===== src/rtl/itp_pkg.sv =====
// Shared types and constants of the idle throttle target and PID block.
package itp_pkg;

   // Fixed PID gains, unsigned Q2.8.
   localparam logic [9:0] INTEGRAL_GAIN_Q8   = 10'd26;
   localparam logic [9:0] DERIVATIVE_GAIN_Q8 = 10'd64;

   // Second operand width of the shared multiplier (a 16-bit value plus a sign bit).
   localparam int MUL_B_W = 17;
   // Split point of the PID sum for the two-pass gain multiplication.
   localparam int LO_W    = 24;
   // Width of the low partial product (LO_W bits times the 16-bit gain).
   localparam int LOWP_W  = LO_W + 16;

   // Configuration register indexes.
   typedef enum logic [2:0] {
      REG_CRANKING_RPM     = 3'd0,
      REG_POST_START_START = 3'd1,
      REG_POST_START_STEP  = 3'd2,
      REG_SLOPE_GRADIENT   = 3'd3,
      REG_SLOPE_OFFSET     = 3'd4,
      REG_IDLE_NORMAL      = 3'd5,
      REG_IDLE_FAST        = 3'd6,
      REG_LOOP_GAIN        = 3'd7
   } itp_reg_type;

   // Current configuration as seen by the datapath.
   typedef struct packed {
      logic [13:0]        cranking_rpm;
      logic [9:0]         post_start_start;
      logic [15:0]        post_start_step;
      logic signed [15:0] slope_gradient;
      logic signed [15:0] slope_offset;
      logic [9:0]         idle_normal;
      logic [9:0]         idle_fast;
      logic [15:0]        loop_gain;
   } itp_cfg_type;

   // Step commands from the sequencer to the datapath.
   typedef struct packed {
      logic load;
      logic slope_mul;
      logic clamp;
      logic target;
      logic error;
      logic integ_mul;
      logic deriv_mul;
      logic accum;
      logic low_mul;
      logic high_mul;
      logic finish;
   } itp_cmd_type;

endpackage


===== src/rtl/itp_if.sv =====
// Handshake channel interfaces for input words and result words.
interface itp_req_if;
   logic               valid;
   logic               ready;
   logic [9:0]         throttle_position;
   logic signed [11:0] engine_temp;
   logic [13:0]        engine_rpm;
   logic signed [10:0] target_adjust;

   modport source (output valid, output throttle_position, output engine_temp,
                   output engine_rpm, output target_adjust, input ready);
   modport sink   (input valid, input throttle_position, input engine_temp,
                   input engine_rpm, input target_adjust, output ready);
endinterface

interface itp_rsp_if;
   logic               valid;
   logic               ready;
   logic signed [11:0] target_throttle;
   logic signed [23:0] actuator_demand;

   modport source (output valid, output target_throttle, output actuator_demand,
                   input ready);
   modport sink   (input valid, input target_throttle, input actuator_demand,
                   output ready);
endinterface


===== src/rtl/idle_throttle_target_and_pid.sv =====
// Idle throttle target with post-start schedule and PID stage: top level.
//
// Each input word (req_chan) is one control tick: measured throttle, engine
// temperature, engine speed and a host trim. Each tick yields exactly one
// result word (rsp_chan): the chosen target throttle and the saturated,
// gain-scaled PID demand. Both channels use a valid/ready handshake.
// The block works on one word at a time. A word is taken when the sequencer
// is idle; the sequencer then steps it through slope, clamp, target, error,
// integral, derivative, accumulate, low and high product and finish, and
// takes no new word before finish. These steps come from the use of the single
// shared 17-bit by (at least) 25-bit multiplier: slope, integral term,
// derivative term and the two halves of the loop gain product.
// The result sits in an output register; a new word is accepted while it
// waits. If the receiver still stalls when the next result is ready, the
// sequencer holds in its last step until the register is free.
// Configuration is written through the APB-style port, register i at byte
// address 4*i, and should only change while the block is idle.
// Synchronous reset returns the registers to their defaults and clears the
// post-start level, the error sum and the previous error.
module idle_throttle_target_and_pid
   import itp_pkg::*;
#(
   parameter int SUM_WIDTH = 24
)
(
   input  logic        clock,
   input  logic        reset,
   itp_req_if.sink     req_chan,
   itp_rsp_if.source   rsp_chan,
   input  logic        psel,
   input  logic        penable,
   input  logic        pwrite,
   input  logic [4:0]  paddr,
   input  logic [31:0] pwdata,
   output logic [31:0] prdata,
   output logic        pready
);

   itp_cfg_type cfg;
   itp_cmd_type cmd;

   assign pready = 1'b1;

   // Configuration registers.
   itp_csr u_csr (
      .clock   (clock),
      .reset   (reset),
      .psel    (psel),
      .penable (penable),
      .pwrite  (pwrite),
      .paddr   (paddr),
      .pwdata  (pwdata),
      .prdata  (prdata),
      .cfg     (cfg)
   );

   // Sequencer.
   itp_ctrl u_ctrl (
      .clock     (clock),
      .reset     (reset),
      .req_valid (req_chan.valid),
      .req_ready (req_chan.ready),
      .rsp_valid (rsp_chan.valid),
      .rsp_ready (rsp_chan.ready),
      .cmd       (cmd)
   );

   // Arithmetic.
   itp_datapath #(
      .SUM_WIDTH (SUM_WIDTH)
   ) u_datapath (
      .clock                (clock),
      .reset                (reset),
      .cmd                  (cmd),
      .cfg                  (cfg),
      .in_throttle_position (req_chan.throttle_position),
      .in_engine_temp       (req_chan.engine_temp),
      .in_engine_rpm        (req_chan.engine_rpm),
      .in_target_adjust     (req_chan.target_adjust),
      .out_target_throttle  (rsp_chan.target_throttle),
      .out_actuator_demand  (rsp_chan.actuator_demand)
   );

endmodule


===== src/rtl/itp_csr.sv =====
// Configuration register file behind the APB-style port.
module itp_csr
   import itp_pkg::*;
(
   input  logic        clock,
   input  logic        reset,
   input  logic        psel,
   input  logic        penable,
   input  logic        pwrite,
   input  logic [4:0]  paddr,
   input  logic [31:0] pwdata,
   output logic [31:0] prdata,
   output itp_cfg_type cfg
);

   itp_cfg_type cfg_ff;
   itp_cfg_type cfg_in;
   itp_reg_type reg_sel;
   logic        wr_en;

   assign reg_sel = itp_reg_type'(paddr[4:2]);
   assign wr_en   = psel && penable && pwrite;

   // Register write decode.
   always_comb begin
      cfg_in = cfg_ff;
      if (wr_en) begin
         unique case (reg_sel)
            REG_CRANKING_RPM:     cfg_in.cranking_rpm     = pwdata[13:0];
            REG_POST_START_START: cfg_in.post_start_start = pwdata[9:0];
            REG_POST_START_STEP:  cfg_in.post_start_step  = pwdata[15:0];
            REG_SLOPE_GRADIENT:   cfg_in.slope_gradient   = $signed(pwdata[15:0]);
            REG_SLOPE_OFFSET:     cfg_in.slope_offset     = $signed(pwdata[15:0]);
            REG_IDLE_NORMAL:      cfg_in.idle_normal      = pwdata[9:0];
            REG_IDLE_FAST:        cfg_in.idle_fast        = pwdata[9:0];
            REG_LOOP_GAIN:        cfg_in.loop_gain        = pwdata[15:0];
            default:              cfg_in = cfg_ff;
         endcase
      end
   end

   always_ff @(posedge clock) begin
      if (reset) begin
         cfg_ff.cranking_rpm     <= 14'd400;
         cfg_ff.post_start_start <= '0;
         cfg_ff.post_start_step  <= 16'd256;
         cfg_ff.slope_gradient   <= '0;
         cfg_ff.slope_offset     <= '0;
         cfg_ff.idle_normal      <= '0;
         cfg_ff.idle_fast        <= '0;
         cfg_ff.loop_gain        <= 16'd256;
      end else begin
         cfg_ff <= cfg_in;
      end
   end

   // Read-back multiplexer.
   always_comb begin
      unique case (reg_sel)
         REG_CRANKING_RPM:     prdata = {18'd0, cfg_ff.cranking_rpm};
         REG_POST_START_START: prdata = {22'd0, cfg_ff.post_start_start};
         REG_POST_START_STEP:  prdata = {16'd0, cfg_ff.post_start_step};
         REG_SLOPE_GRADIENT:   prdata = {16'd0, cfg_ff.slope_gradient};
         REG_SLOPE_OFFSET:     prdata = {16'd0, cfg_ff.slope_offset};
         REG_IDLE_NORMAL:      prdata = {22'd0, cfg_ff.idle_normal};
         REG_IDLE_FAST:        prdata = {22'd0, cfg_ff.idle_fast};
         REG_LOOP_GAIN:        prdata = {16'd0, cfg_ff.loop_gain};
         default:              prdata = '0;
      endcase
   end

   assign cfg = cfg_ff;

endmodule


===== src/rtl/itp_ctrl.sv =====
// Sequencer that steps one word at a time through the datapath.
module itp_ctrl
   import itp_pkg::*;
(
   input  logic        clock,
   input  logic        reset,
   input  logic        req_valid,
   output logic        req_ready,
   output logic        rsp_valid,
   input  logic        rsp_ready,
   output itp_cmd_type cmd
);

   typedef enum logic [10:0] {
      ST_IDLE   = 11'b000_0000_0001,
      ST_SLOPE  = 11'b000_0000_0010,
      ST_CLAMP  = 11'b000_0000_0100,
      ST_TARGET = 11'b000_0000_1000,
      ST_ERROR  = 11'b000_0001_0000,
      ST_INTEG  = 11'b000_0010_0000,
      ST_DERIV  = 11'b000_0100_0000,
      ST_ACCUM  = 11'b000_1000_0000,
      ST_LOW    = 11'b001_0000_0000,
      ST_HIGH   = 11'b010_0000_0000,
      ST_FINISH = 11'b100_0000_0000
   } state_type;

   state_type state_ff;
   state_type state_in;
   logic      rsp_valid_ff;
   logic      rsp_valid_in;
   logic      slot_free;

   // The result register may be refilled once it is empty or being taken.
   assign slot_free = !rsp_valid_ff || rsp_ready;

   always_comb begin
      cmd      = '0;
      state_in = state_ff;
      unique case (state_ff)
         ST_IDLE: begin
            if (req_valid) begin
               cmd.load = 1'b1;
               state_in = ST_SLOPE;
            end
         end
         ST_SLOPE: begin
            cmd.slope_mul = 1'b1;
            state_in      = ST_CLAMP;
         end
         ST_CLAMP: begin
            cmd.clamp = 1'b1;
            state_in  = ST_TARGET;
         end
         ST_TARGET: begin
            cmd.target = 1'b1;
            state_in   = ST_ERROR;
         end
         ST_ERROR: begin
            cmd.error = 1'b1;
            state_in  = ST_INTEG;
         end
         ST_INTEG: begin
            cmd.integ_mul = 1'b1;
            state_in      = ST_DERIV;
         end
         ST_DERIV: begin
            cmd.deriv_mul = 1'b1;
            state_in      = ST_ACCUM;
         end
         ST_ACCUM: begin
            cmd.accum = 1'b1;
            state_in  = ST_LOW;
         end
         ST_LOW: begin
            cmd.low_mul = 1'b1;
            state_in    = ST_HIGH;
         end
         ST_HIGH: begin
            cmd.high_mul = 1'b1;
            state_in     = ST_FINISH;
         end
         ST_FINISH: begin
            if (slot_free) begin
               cmd.finish = 1'b1;
               state_in   = ST_IDLE;
            end
         end
         default: begin
            state_in = ST_IDLE;
         end
      endcase
   end

   // Result valid flag.
   always_comb begin
      rsp_valid_in = rsp_valid_ff;
      if (cmd.finish) begin
         rsp_valid_in = 1'b1;
      end else if (rsp_ready) begin
         rsp_valid_in = 1'b0;
      end
   end

   always_ff @(posedge clock) begin
      if (reset) begin
         state_ff     <= ST_IDLE;
         rsp_valid_ff <= 1'b0;
      end else begin
         state_ff     <= state_in;
         rsp_valid_ff <= rsp_valid_in;
      end
   end

   assign req_ready = (state_ff == ST_IDLE);
   assign rsp_valid = rsp_valid_ff;

endmodule


===== src/rtl/itp_datapath.sv =====
// Datapath: post-start schedule, target selection and PID around one shared multiplier.
module itp_datapath
   import itp_pkg::*;
#(
   parameter int SUM_WIDTH = 24
)
(
   input  logic               clock,
   input  logic               reset,
   input  itp_cmd_type        cmd,
   input  itp_cfg_type        cfg,
   input  logic [9:0]         in_throttle_position,
   input  logic signed [11:0] in_engine_temp,
   input  logic [13:0]        in_engine_rpm,
   input  logic signed [10:0] in_target_adjust,
   output logic signed [11:0] out_target_throttle,
   output logic signed [23:0] out_actuator_demand
);

   localparam int MUL_A_W = (SUM_WIDTH > LO_W + 1) ? SUM_WIDTH : LO_W + 1;
   localparam int PROD_W  = MUL_A_W + MUL_B_W;
   localparam int INNER_W = SUM_WIDTH + 12;
   localparam int FIN_W   = INNER_W + MUL_B_W;
   localparam int SH_W    = FIN_W - 16;

   // Input word registers.
   logic [9:0]         tps_ff;
   logic signed [11:0] temp_ff;
   logic [13:0]        rpm_ff;
   logic signed [10:0] adj_ff;

   // Controller state carried between words.
   logic [17:0]                 level_ff;
   logic [17:0]                 level_in;
   logic signed [SUM_WIDTH-1:0] sum_ff;
   logic signed [SUM_WIDTH-1:0] sum_in;
   logic signed [12:0]          prev_ff;

   // Working registers of one word.
   logic signed [PROD_W-1:0]  prod_ff;
   logic [9:0]                slope_ff;
   logic [9:0]                slope_in;
   logic signed [11:0]        target_ff;
   logic signed [11:0]        target_in;
   logic signed [12:0]        err_ff;
   logic signed [13:0]        diff_ff;
   logic signed [INNER_W-1:0] acc_ff;
   logic signed [INNER_W-1:0] acc_in;
   logic [LOWP_W-1:0]         lowp_ff;
   logic signed [11:0]        rsp_target_ff;
   logic signed [23:0]        rsp_demand_ff;
   logic signed [23:0]        demand_in;

   // Combinational intermediates.
   logic signed [MUL_A_W-1:0] mul_a;
   logic signed [MUL_B_W-1:0] mul_b;
   logic signed [PROD_W-1:0]  prod_in;
   logic signed [20:0]        slope_raw;
   logic signed [11:0]        adj_sum;
   logic signed [11:0]        psl;
   logic signed [12:0]        err;
   logic signed [13:0]        diff;
   logic signed [SUM_WIDTH:0] sum_wide;
   logic signed [FIN_W-1:0]   total;
   logic signed [SH_W-1:0]    scaled;

   // Shared multiplier operand selection.
   always_comb begin
      mul_a = '0;
      mul_b = '0;
      if (cmd.slope_mul) begin
         mul_a = MUL_A_W'(temp_ff);
         mul_b = MUL_B_W'(cfg.slope_gradient);
      end else if (cmd.integ_mul) begin
         mul_a = MUL_A_W'(sum_ff);
         mul_b = MUL_B_W'({1'b0, INTEGRAL_GAIN_Q8});
      end else if (cmd.deriv_mul) begin
         mul_a = MUL_A_W'(diff_ff);
         mul_b = MUL_B_W'({1'b0, DERIVATIVE_GAIN_Q8});
      end else if (cmd.low_mul) begin
         mul_a = MUL_A_W'({1'b0, acc_ff[LO_W-1:0]});
         mul_b = MUL_B_W'({1'b0, cfg.loop_gain});
      end else if (cmd.high_mul) begin
         mul_a = MUL_A_W'($signed(acc_ff[INNER_W-1:LO_W]));
         mul_b = MUL_B_W'({1'b0, cfg.loop_gain});
      end
   end

   assign prod_in = mul_a * mul_b;

   // Post-start level: load while cranking, otherwise decay towards zero.
   always_comb begin
      if (rpm_ff > cfg.cranking_rpm) begin
         if (level_ff > 18'(cfg.post_start_step)) begin
            level_in = level_ff - 18'(cfg.post_start_step);
         end else begin
            level_in = '0;
         end
      end else begin
         level_in = {cfg.post_start_start, 8'd0};
      end
   end

   // Temperature slope, floored by the Q8 shift, then clamped to the idle band.
   assign slope_raw = 21'($signed(prod_ff[27:8])) + 21'(cfg.slope_offset);

   always_comb begin
      if (slope_raw < $signed({11'd0, cfg.idle_normal})) begin
         slope_in = cfg.idle_normal;
      end else if (slope_raw > $signed({11'd0, cfg.idle_fast})) begin
         slope_in = cfg.idle_fast;
      end else begin
         slope_in = slope_raw[9:0];
      end
   end

   // Target: trimmed slope, raised to the post-start level when that is higher.
   assign adj_sum = $signed({2'b00, slope_ff}) + 12'(adj_ff);
   assign psl     = $signed({2'b00, level_ff[17:8]});
   assign target_in = (psl > adj_sum) ? psl : adj_sum;

   // Error, saturating integral and difference.
   assign err      = 13'(target_ff) - $signed({3'b000, tps_ff});
   assign diff     = 14'(err) - 14'(prev_ff);
   assign sum_wide = (SUM_WIDTH + 1)'(sum_ff) + (SUM_WIDTH + 1)'(err);

   always_comb begin
      if (sum_wide[SUM_WIDTH] != sum_wide[SUM_WIDTH-1]) begin
         sum_in = {sum_wide[SUM_WIDTH], {(SUM_WIDTH - 1){!sum_wide[SUM_WIDTH]}}};
      end else begin
         sum_in = sum_wide[SUM_WIDTH-1:0];
      end
   end

   // PID sum accumulator.
   always_comb begin
      acc_in = acc_ff;
      if (cmd.integ_mul) begin
         acc_in = INNER_W'(err_ff) <<< 8;
      end else if (cmd.deriv_mul || cmd.accum) begin
         acc_in = acc_ff + INNER_W'(prod_ff);
      end
   end

   // Gain-scaled demand: high partial product shifted up plus the low one,
   // floored by the Q8.8 shift and saturated to 24 bits.
   assign total  = (FIN_W'(prod_ff) <<< LO_W) + FIN_W'({1'b0, lowp_ff});
   assign scaled = total[FIN_W-1:16];

   always_comb begin
      if ((&scaled[SH_W-1:23]) || !(|scaled[SH_W-1:23])) begin
         demand_in = scaled[23:0];
      end else begin
         demand_in = {scaled[SH_W-1], {23{!scaled[SH_W-1]}}};
      end
   end

   // State kept from word to word.
   always_ff @(posedge clock) begin
      if (reset) begin
         level_ff <= '0;
         sum_ff   <= '0;
         prev_ff  <= '0;
      end else begin
         if (cmd.slope_mul) begin
            level_ff <= level_in;
         end
         if (cmd.error) begin
            sum_ff  <= sum_in;
            prev_ff <= err;
         end
      end
   end

   // Working registers.
   always_ff @(posedge clock) begin
      if (cmd.load) begin
         tps_ff  <= in_throttle_position;
         temp_ff <= in_engine_temp;
         rpm_ff  <= in_engine_rpm;
         adj_ff  <= in_target_adjust;
      end
      if (cmd.slope_mul || cmd.integ_mul || cmd.deriv_mul || cmd.low_mul || cmd.high_mul) begin
         prod_ff <= prod_in;
      end
      if (cmd.clamp) begin
         slope_ff <= slope_in;
      end
      if (cmd.target) begin
         target_ff <= target_in;
      end
      if (cmd.error) begin
         err_ff  <= err;
         diff_ff <= diff;
      end
      acc_ff <= acc_in;
      if (cmd.high_mul) begin
         lowp_ff <= prod_ff[LOWP_W-1:0];
      end
      if (cmd.finish) begin
         rsp_target_ff <= target_ff;
         rsp_demand_ff <= demand_in;
      end
   end

   assign out_target_throttle = rsp_target_ff;
   assign out_actuator_demand = rsp_demand_ff;

endmodule


===== src/flat_wrapper.sv =====
// flat-port wrapper written by rule: the top's interface ports become plain ports
module idle_throttle_target_and_pid_flat import itp_pkg::*;
#(
   parameter int SUM_WIDTH = 24
)
  (clock, reset, psel, penable, pwrite, paddr, pwdata, prdata, pready, req_chan_valid, req_chan_throttle_position, req_chan_engine_temp, req_chan_engine_rpm, req_chan_target_adjust, req_chan_ready, rsp_chan_valid, rsp_chan_target_throttle, rsp_chan_actuator_demand, rsp_chan_ready);
  itp_req_if req_chan_i ();
  itp_rsp_if rsp_chan_i ();
  input  logic clock;
  input  logic reset;
  input  logic psel;
  input  logic penable;
  input  logic pwrite;
  input  logic [4:0] paddr;
  input  logic [31:0] pwdata;
  output logic [31:0] prdata;
  output logic pready;
  input wire logic [$bits(req_chan_i.valid)-1:0] req_chan_valid;
  input wire logic [$bits(req_chan_i.throttle_position)-1:0] req_chan_throttle_position;
  input wire logic [$bits(req_chan_i.engine_temp)-1:0] req_chan_engine_temp;
  input wire logic [$bits(req_chan_i.engine_rpm)-1:0] req_chan_engine_rpm;
  input wire logic [$bits(req_chan_i.target_adjust)-1:0] req_chan_target_adjust;
  output wire logic [$bits(req_chan_i.ready)-1:0] req_chan_ready;
  output wire logic [$bits(rsp_chan_i.valid)-1:0] rsp_chan_valid;
  output wire logic [$bits(rsp_chan_i.target_throttle)-1:0] rsp_chan_target_throttle;
  output wire logic [$bits(rsp_chan_i.actuator_demand)-1:0] rsp_chan_actuator_demand;
  input wire logic [$bits(rsp_chan_i.ready)-1:0] rsp_chan_ready;
  assign req_chan_i.valid = req_chan_valid;
  assign req_chan_i.throttle_position = req_chan_throttle_position;
  assign req_chan_i.engine_temp = req_chan_engine_temp;
  assign req_chan_i.engine_rpm = req_chan_engine_rpm;
  assign req_chan_i.target_adjust = req_chan_target_adjust;
  assign req_chan_ready = req_chan_i.ready;
  assign rsp_chan_valid = rsp_chan_i.valid;
  assign rsp_chan_target_throttle = rsp_chan_i.target_throttle;
  assign rsp_chan_actuator_demand = rsp_chan_i.actuator_demand;
  assign rsp_chan_i.ready = rsp_chan_ready;
  idle_throttle_target_and_pid #(.SUM_WIDTH(SUM_WIDTH)) u_core (.clock(clock), .reset(reset), .req_chan(req_chan_i), .rsp_chan(rsp_chan_i), .psel(psel), .penable(penable), .pwrite(pwrite), .paddr(paddr), .pwdata(pwdata), .prdata(prdata), .pready(pready));
endmodule

===== config.mk =====
export PLATFORM = sky130hd
export DESIGN_NAME = idle_throttle_target_and_pid_flat
export DESIGN_NICKNAME = d
export VERILOG_FILES = /design/src/rtl/itp_pkg.sv /design/src/rtl/itp_if.sv /design/src/rtl/idle_throttle_target_and_pid.sv /design/src/rtl/itp_csr.sv /design/src/rtl/itp_ctrl.sv /design/src/rtl/itp_datapath.sv /design/src/flat_wrapper.sv
export SDC_FILE = /design/constraint.sdc
export NUM_CORES = 2
export LEC_CHECK = 0
export ABC_AREA = 1
export BUFFER_PORTS_ARGS = -buffer_cell sky130_fd_sc_hd__buf_4
export CAP_MARGIN = 10
export CELL_PAD_IN_SITES_DETAIL_PLACEMENT = 0
export CELL_PAD_IN_SITES_GLOBAL_PLACEMENT = 1
export CORE_MARGIN = 3
export CORE_UTILIZATION = 49
export DETAILED_ROUTE_END_ITERATION = 12
export GPL_TIMING_DRIVEN = 0
export PLACE_DENSITY_LB_ADDON = 0.3
export REMOVE_ABC_BUFFERS = 1
export SYNTH_ARGS = -nofsm -noshare
export SYNTH_HDL_FRONTEND = slang
export SYNTH_SLANG_ARGS = --single-unit

===== constraint.sdc =====
create_clock -name clock -period 8.4 [get_ports clock]
set_input_delay 0.84 -clock clock [delete_from_list [all_inputs] [get_ports clock]]
set_output_delay 0.84 -clock clock [all_outputs]
set_load 0.005 [all_outputs]

==> impl_metrics.env <==
export IMPL_synth_top_cells_by_area="fa_1, edfxtp_1, nand2_1"
export IMPL_critical_path_buf_inv_count=7
export IMPL_worst_skew_pair_late_latency_ns=0.60
export IMPL_nFillCells=7523
export IMPL_fin_total_pwr_w=0.00518
export IMPL_timing_worst_slew_pin_value_ns=1.19
export IMPL_cpMaxStageDelayCell="fa_1"
export IMPL_finalCriticalPeriod_ns=8.00
export IMPL_sequential_fraction_of_the_synthesis_area_pct=26.2
export IMPL_drt_pre_antenna_iters=6
export IMPL_routed_via_count=33800
export IMPL_grt_pass1_vias=33000
export IMPL_layout_setup_ws_ns=0.399
export IMPL_worst_endpoint_required_ns=8.73
export IMPL_grt_remaining_overflow=0
export IMPL_die_height_um=290
export IMPL_max_cap_violations=0
export IMPL_number_of_enable_flip_flop_cells_after_synthesis=224
export IMPL_async_reset_ff_share_pct=0
export IMPL_relSlewSlack_pct=20.2
export IMPL_buffers_added_on_ports=126
export IMPL_fin_util_pct=55.3
export IMPL_groute_usage_overall_pct=30.3
export IMPL_static_leakage_power_nw=20.7
export IMPL_setup_viol=0
export IMPL_place_detailed_hpwl_um=102000
export IMPL_mostFrequentLayoutCells="nand2_1, inv_1, nor2_1"
export IMPL_peakVddDrop_mv=0.131
export IMPL_area_delta_synth_final_pct=11.1
export IMPL_postSynthAreaPerCell_sq_um=8.02
export IMPL_netlist_area_sq_um=39600
export IMPL_fp_row_count=103
export IMPL_synth_seq_cells=407
export IMPL_die_width_um=290
export IMPL_synth_top_cell_by_area="fa_1"
export IMPL_antenna_found_initial=3
export IMPL_number_of_warnings_reported_in_the_yosys_synthesis_log=0
export IMPL_layout_commonest_cell="nand2_1"
export IMPL_die_outline_area_sq_um=84200
export IMPL_crit_type="reg -> reg"
export IMPL_cts_inserted_buffers=48
export IMPL_final_net_count=5849
export IMPL_initial_standard_cell_utilization_of_the_core_pct=49.8
export IMPL_power_per_cell_area_nw_per_um2=118
export IMPL_clock_tree_from_tritoncts="done"
export IMPL_detail_route_wl_per_cell_um=21.1
export IMPL_critPathMaxStageDelay_ns=0.53
export IMPL_holdCritPathClass="in -> reg"
export IMPL_cts_root_buf="clkbuf_16"
export IMPL_worst_ep_arrival_time_ns=8.33
export IMPL_top_level_ports=162
export IMPL_avgViaCountPerCell=5.49
export IMPL_synth_distinct_cells=62
export IMPL_synth_top_area_share_pct=20.7
export IMPL_status="complete, no violations"
export IMPL_element_type_at_the_critical_path_start="flip-flop"
export IMPL_cts_reportedPaths_clkPinSlew_ns=0.06
export IMPL_hold_buffers=0
export IMPL_clock_sink_count=407
export IMPL_critPathTopFamily="adder cells"
export IMPL_timing_final_hold_violations=0
export IMPL_remaining_drc_errors=0
export IMPL_worst_path_most_repeated_cell="fa_1"
export IMPL_cp_end_kind="flip-flop"
export IMPL_post_synth_inst_count=4939
export IMPL_skew_ns=0.0195
export IMPL_slew_violations=0
export IMPL_global_route_wire_length_before_repair_um=198000
export IMPL_core_sq_um=79500
export IMPL_period_share_pct=95.3
export IMPL_fmax_mhz=125
export IMPL_grt_max_degree=115
export IMPL_finalWeightedCongestion=0.962
export IMPL_critical_path_peak_fanout=13
export IMPL_htreeDepth=2
export IMPL_clk_path_buf_depth=3
export IMPL_drive_above_1_share_pct=7.60
export IMPL_place_worst_setup_slack_ns=-1.78
export IMPL_wl_um=130000
export IMPL_dominantRegCellSynth="edfxtp_1"
export IMPL_hold_ws_ns=0.413
export IMPL_drtAntennaViolNets=0
export IMPL_drt_first_iter_violations=2813
-- synthesized netlist by cell type (10+ instances only) --
master      n
nand2_1   981
inv_1     891
nor2_1    508
fa_1      410
a21oi_1   378
o21ai_0   300
ha_1      285
edfxtp_1  224
dfxtp_1   183
nand3_1   134
xor2_1     97
clkbuf_1   71
nand4_1    49
o22ai_1    41
xnor2_1    41
buf_2      39
nor3_1     37
buf_4      24
o211ai_1   22
inv_2      19
nand3b_1   19
a221oi_1   17
o21bai_1   17
clkinv_1   16
a21o_1     15
a31oi_1    15
o221ai_1   10
-- metal layers --
layer | global-route usage (%) | routed length [um] | vias up | part of all wire, %
met2 | 48.5 | 59200 | 1273 | 46
met4 | 9.97 | 4270 | 4 | 3.3
li1 | - | - | 16000 | -
met3 | 4.57 | 10100 | 229 | 7.8
met5 | 0 | 24 | - | 0.019
met1 | 42.5 | 56100 | 16300 | 43
-- area by class of cell --
class                   instances  area, sq um  share of cell area [%]
clock inverters                23          226                   0.515
multi-input cells            3484        25400                    57.8
repair inverters                1         5.00                  0.0114
diodes                          1         2.50                 0.00569
inverters                     928         3570                    8.12
repair buffers                193         1680                    3.82
well taps                    1050         1310                    2.99
clock buffers                  66         1350                    3.06
flip-flops and latches        407        10400                    23.6
-- final timing paths --
check	startpoint	to	slack [ns]	cells past startpoint
min reg2reg	u_core.u_datapath.prod_ff[39]	u_core.u_datapath.lowp_ff[39]	0.42	0
max reg2reg	u_core.u_ctrl.state_ff[10]	u_core.u_datapath.prod_ff[38]	0.40	30
min	req_chan_engine_temp[6]	u_core.u_datapath.temp_ff[6]	0.41	1
max	u_core.u_ctrl.state_ff[10]	u_core.u_datapath.prod_ff[38]	0.40	30
-- report_power, final --
| group | total, W | switching, W | internal, W |
|---|---|---|---|
| clock network | 0.00211 | 0.000891 | 0.00122 |
| registers | 0.00221 | 0.0000487 | 0.00217 |
| logic | 0.000852 | 0.000582 | 0.000270 |
| total | 0.00518 | 0.00152 | 0.00366 |
-- flip-flops by register name, indices dropped and copies added, names as in the netlist, 10 cells and up --
signal / count
u_core.u_datapath.prev_ff: 13
u_core.u_datapath.out_target_throttle: 12
u_core.u_datapath.sum_ff: 24
u_core.u_datapath.err_ff: 13
u_core.u_datapath.tps_ff: 10
u_core.u_datapath.out_actuator_demand: 24
u_core.u_datapath.temp_ff: 12
u_core.u_datapath.acc_ff: 36
u_core.u_datapath.slope_ff: 10
u_core.u_datapath.lowp_ff: 24
u_core.u_datapath.prod_ff: 40
u_core.u_datapath.level_ff: 18
u_core.u_datapath.target_ff: 12
u_core.u_csr.cfg: 108
u_core.u_datapath.diff_ff: 14
u_core.u_datapath.rpm_ff: 14
u_core.u_ctrl.state_ff: 11
u_core.u_datapath.adj_ff: 11
-- cells by family (layout without fill, tap and decap cells) --
logic type	Yosys count	after routing	synth area share (%)
flip-flops	407	407	26.2
XOR/XNOR	138	138	3.05
AO/OA/AOI/OAI	874	874	12.5
adder cells (fa/ha/maj)	695	695	29.7
AND/OR/NAND/NOR	1759	1759	18.0
other	2	19	0.0190
buffers and inverters	1064	1211	10.4
-- per-stage QoR --
step           area (sq um)  std cells  setup TNS, ns
6_report              44000       6153              0
5_1_grt               44000       6152        -0.0106
4_1_cts               43400       6112              0
3_5_place_dp          41600       6011         -36.44
3_3_place_gp          41300       5995         -54.46
2_1_floorplan         39000       4819              0
-- repair_timing --
| item | CTS | global route |
|---|---|---|
| setup endpoints to repair | 30 | 20 |
| setup buffers | 12 | 36 |
| pin swaps | 6 | 3 |
| gates cloned | 0 | 1 |
| gates resized for setup | 34 | 54 |
(Power assumes the default switching activity.)
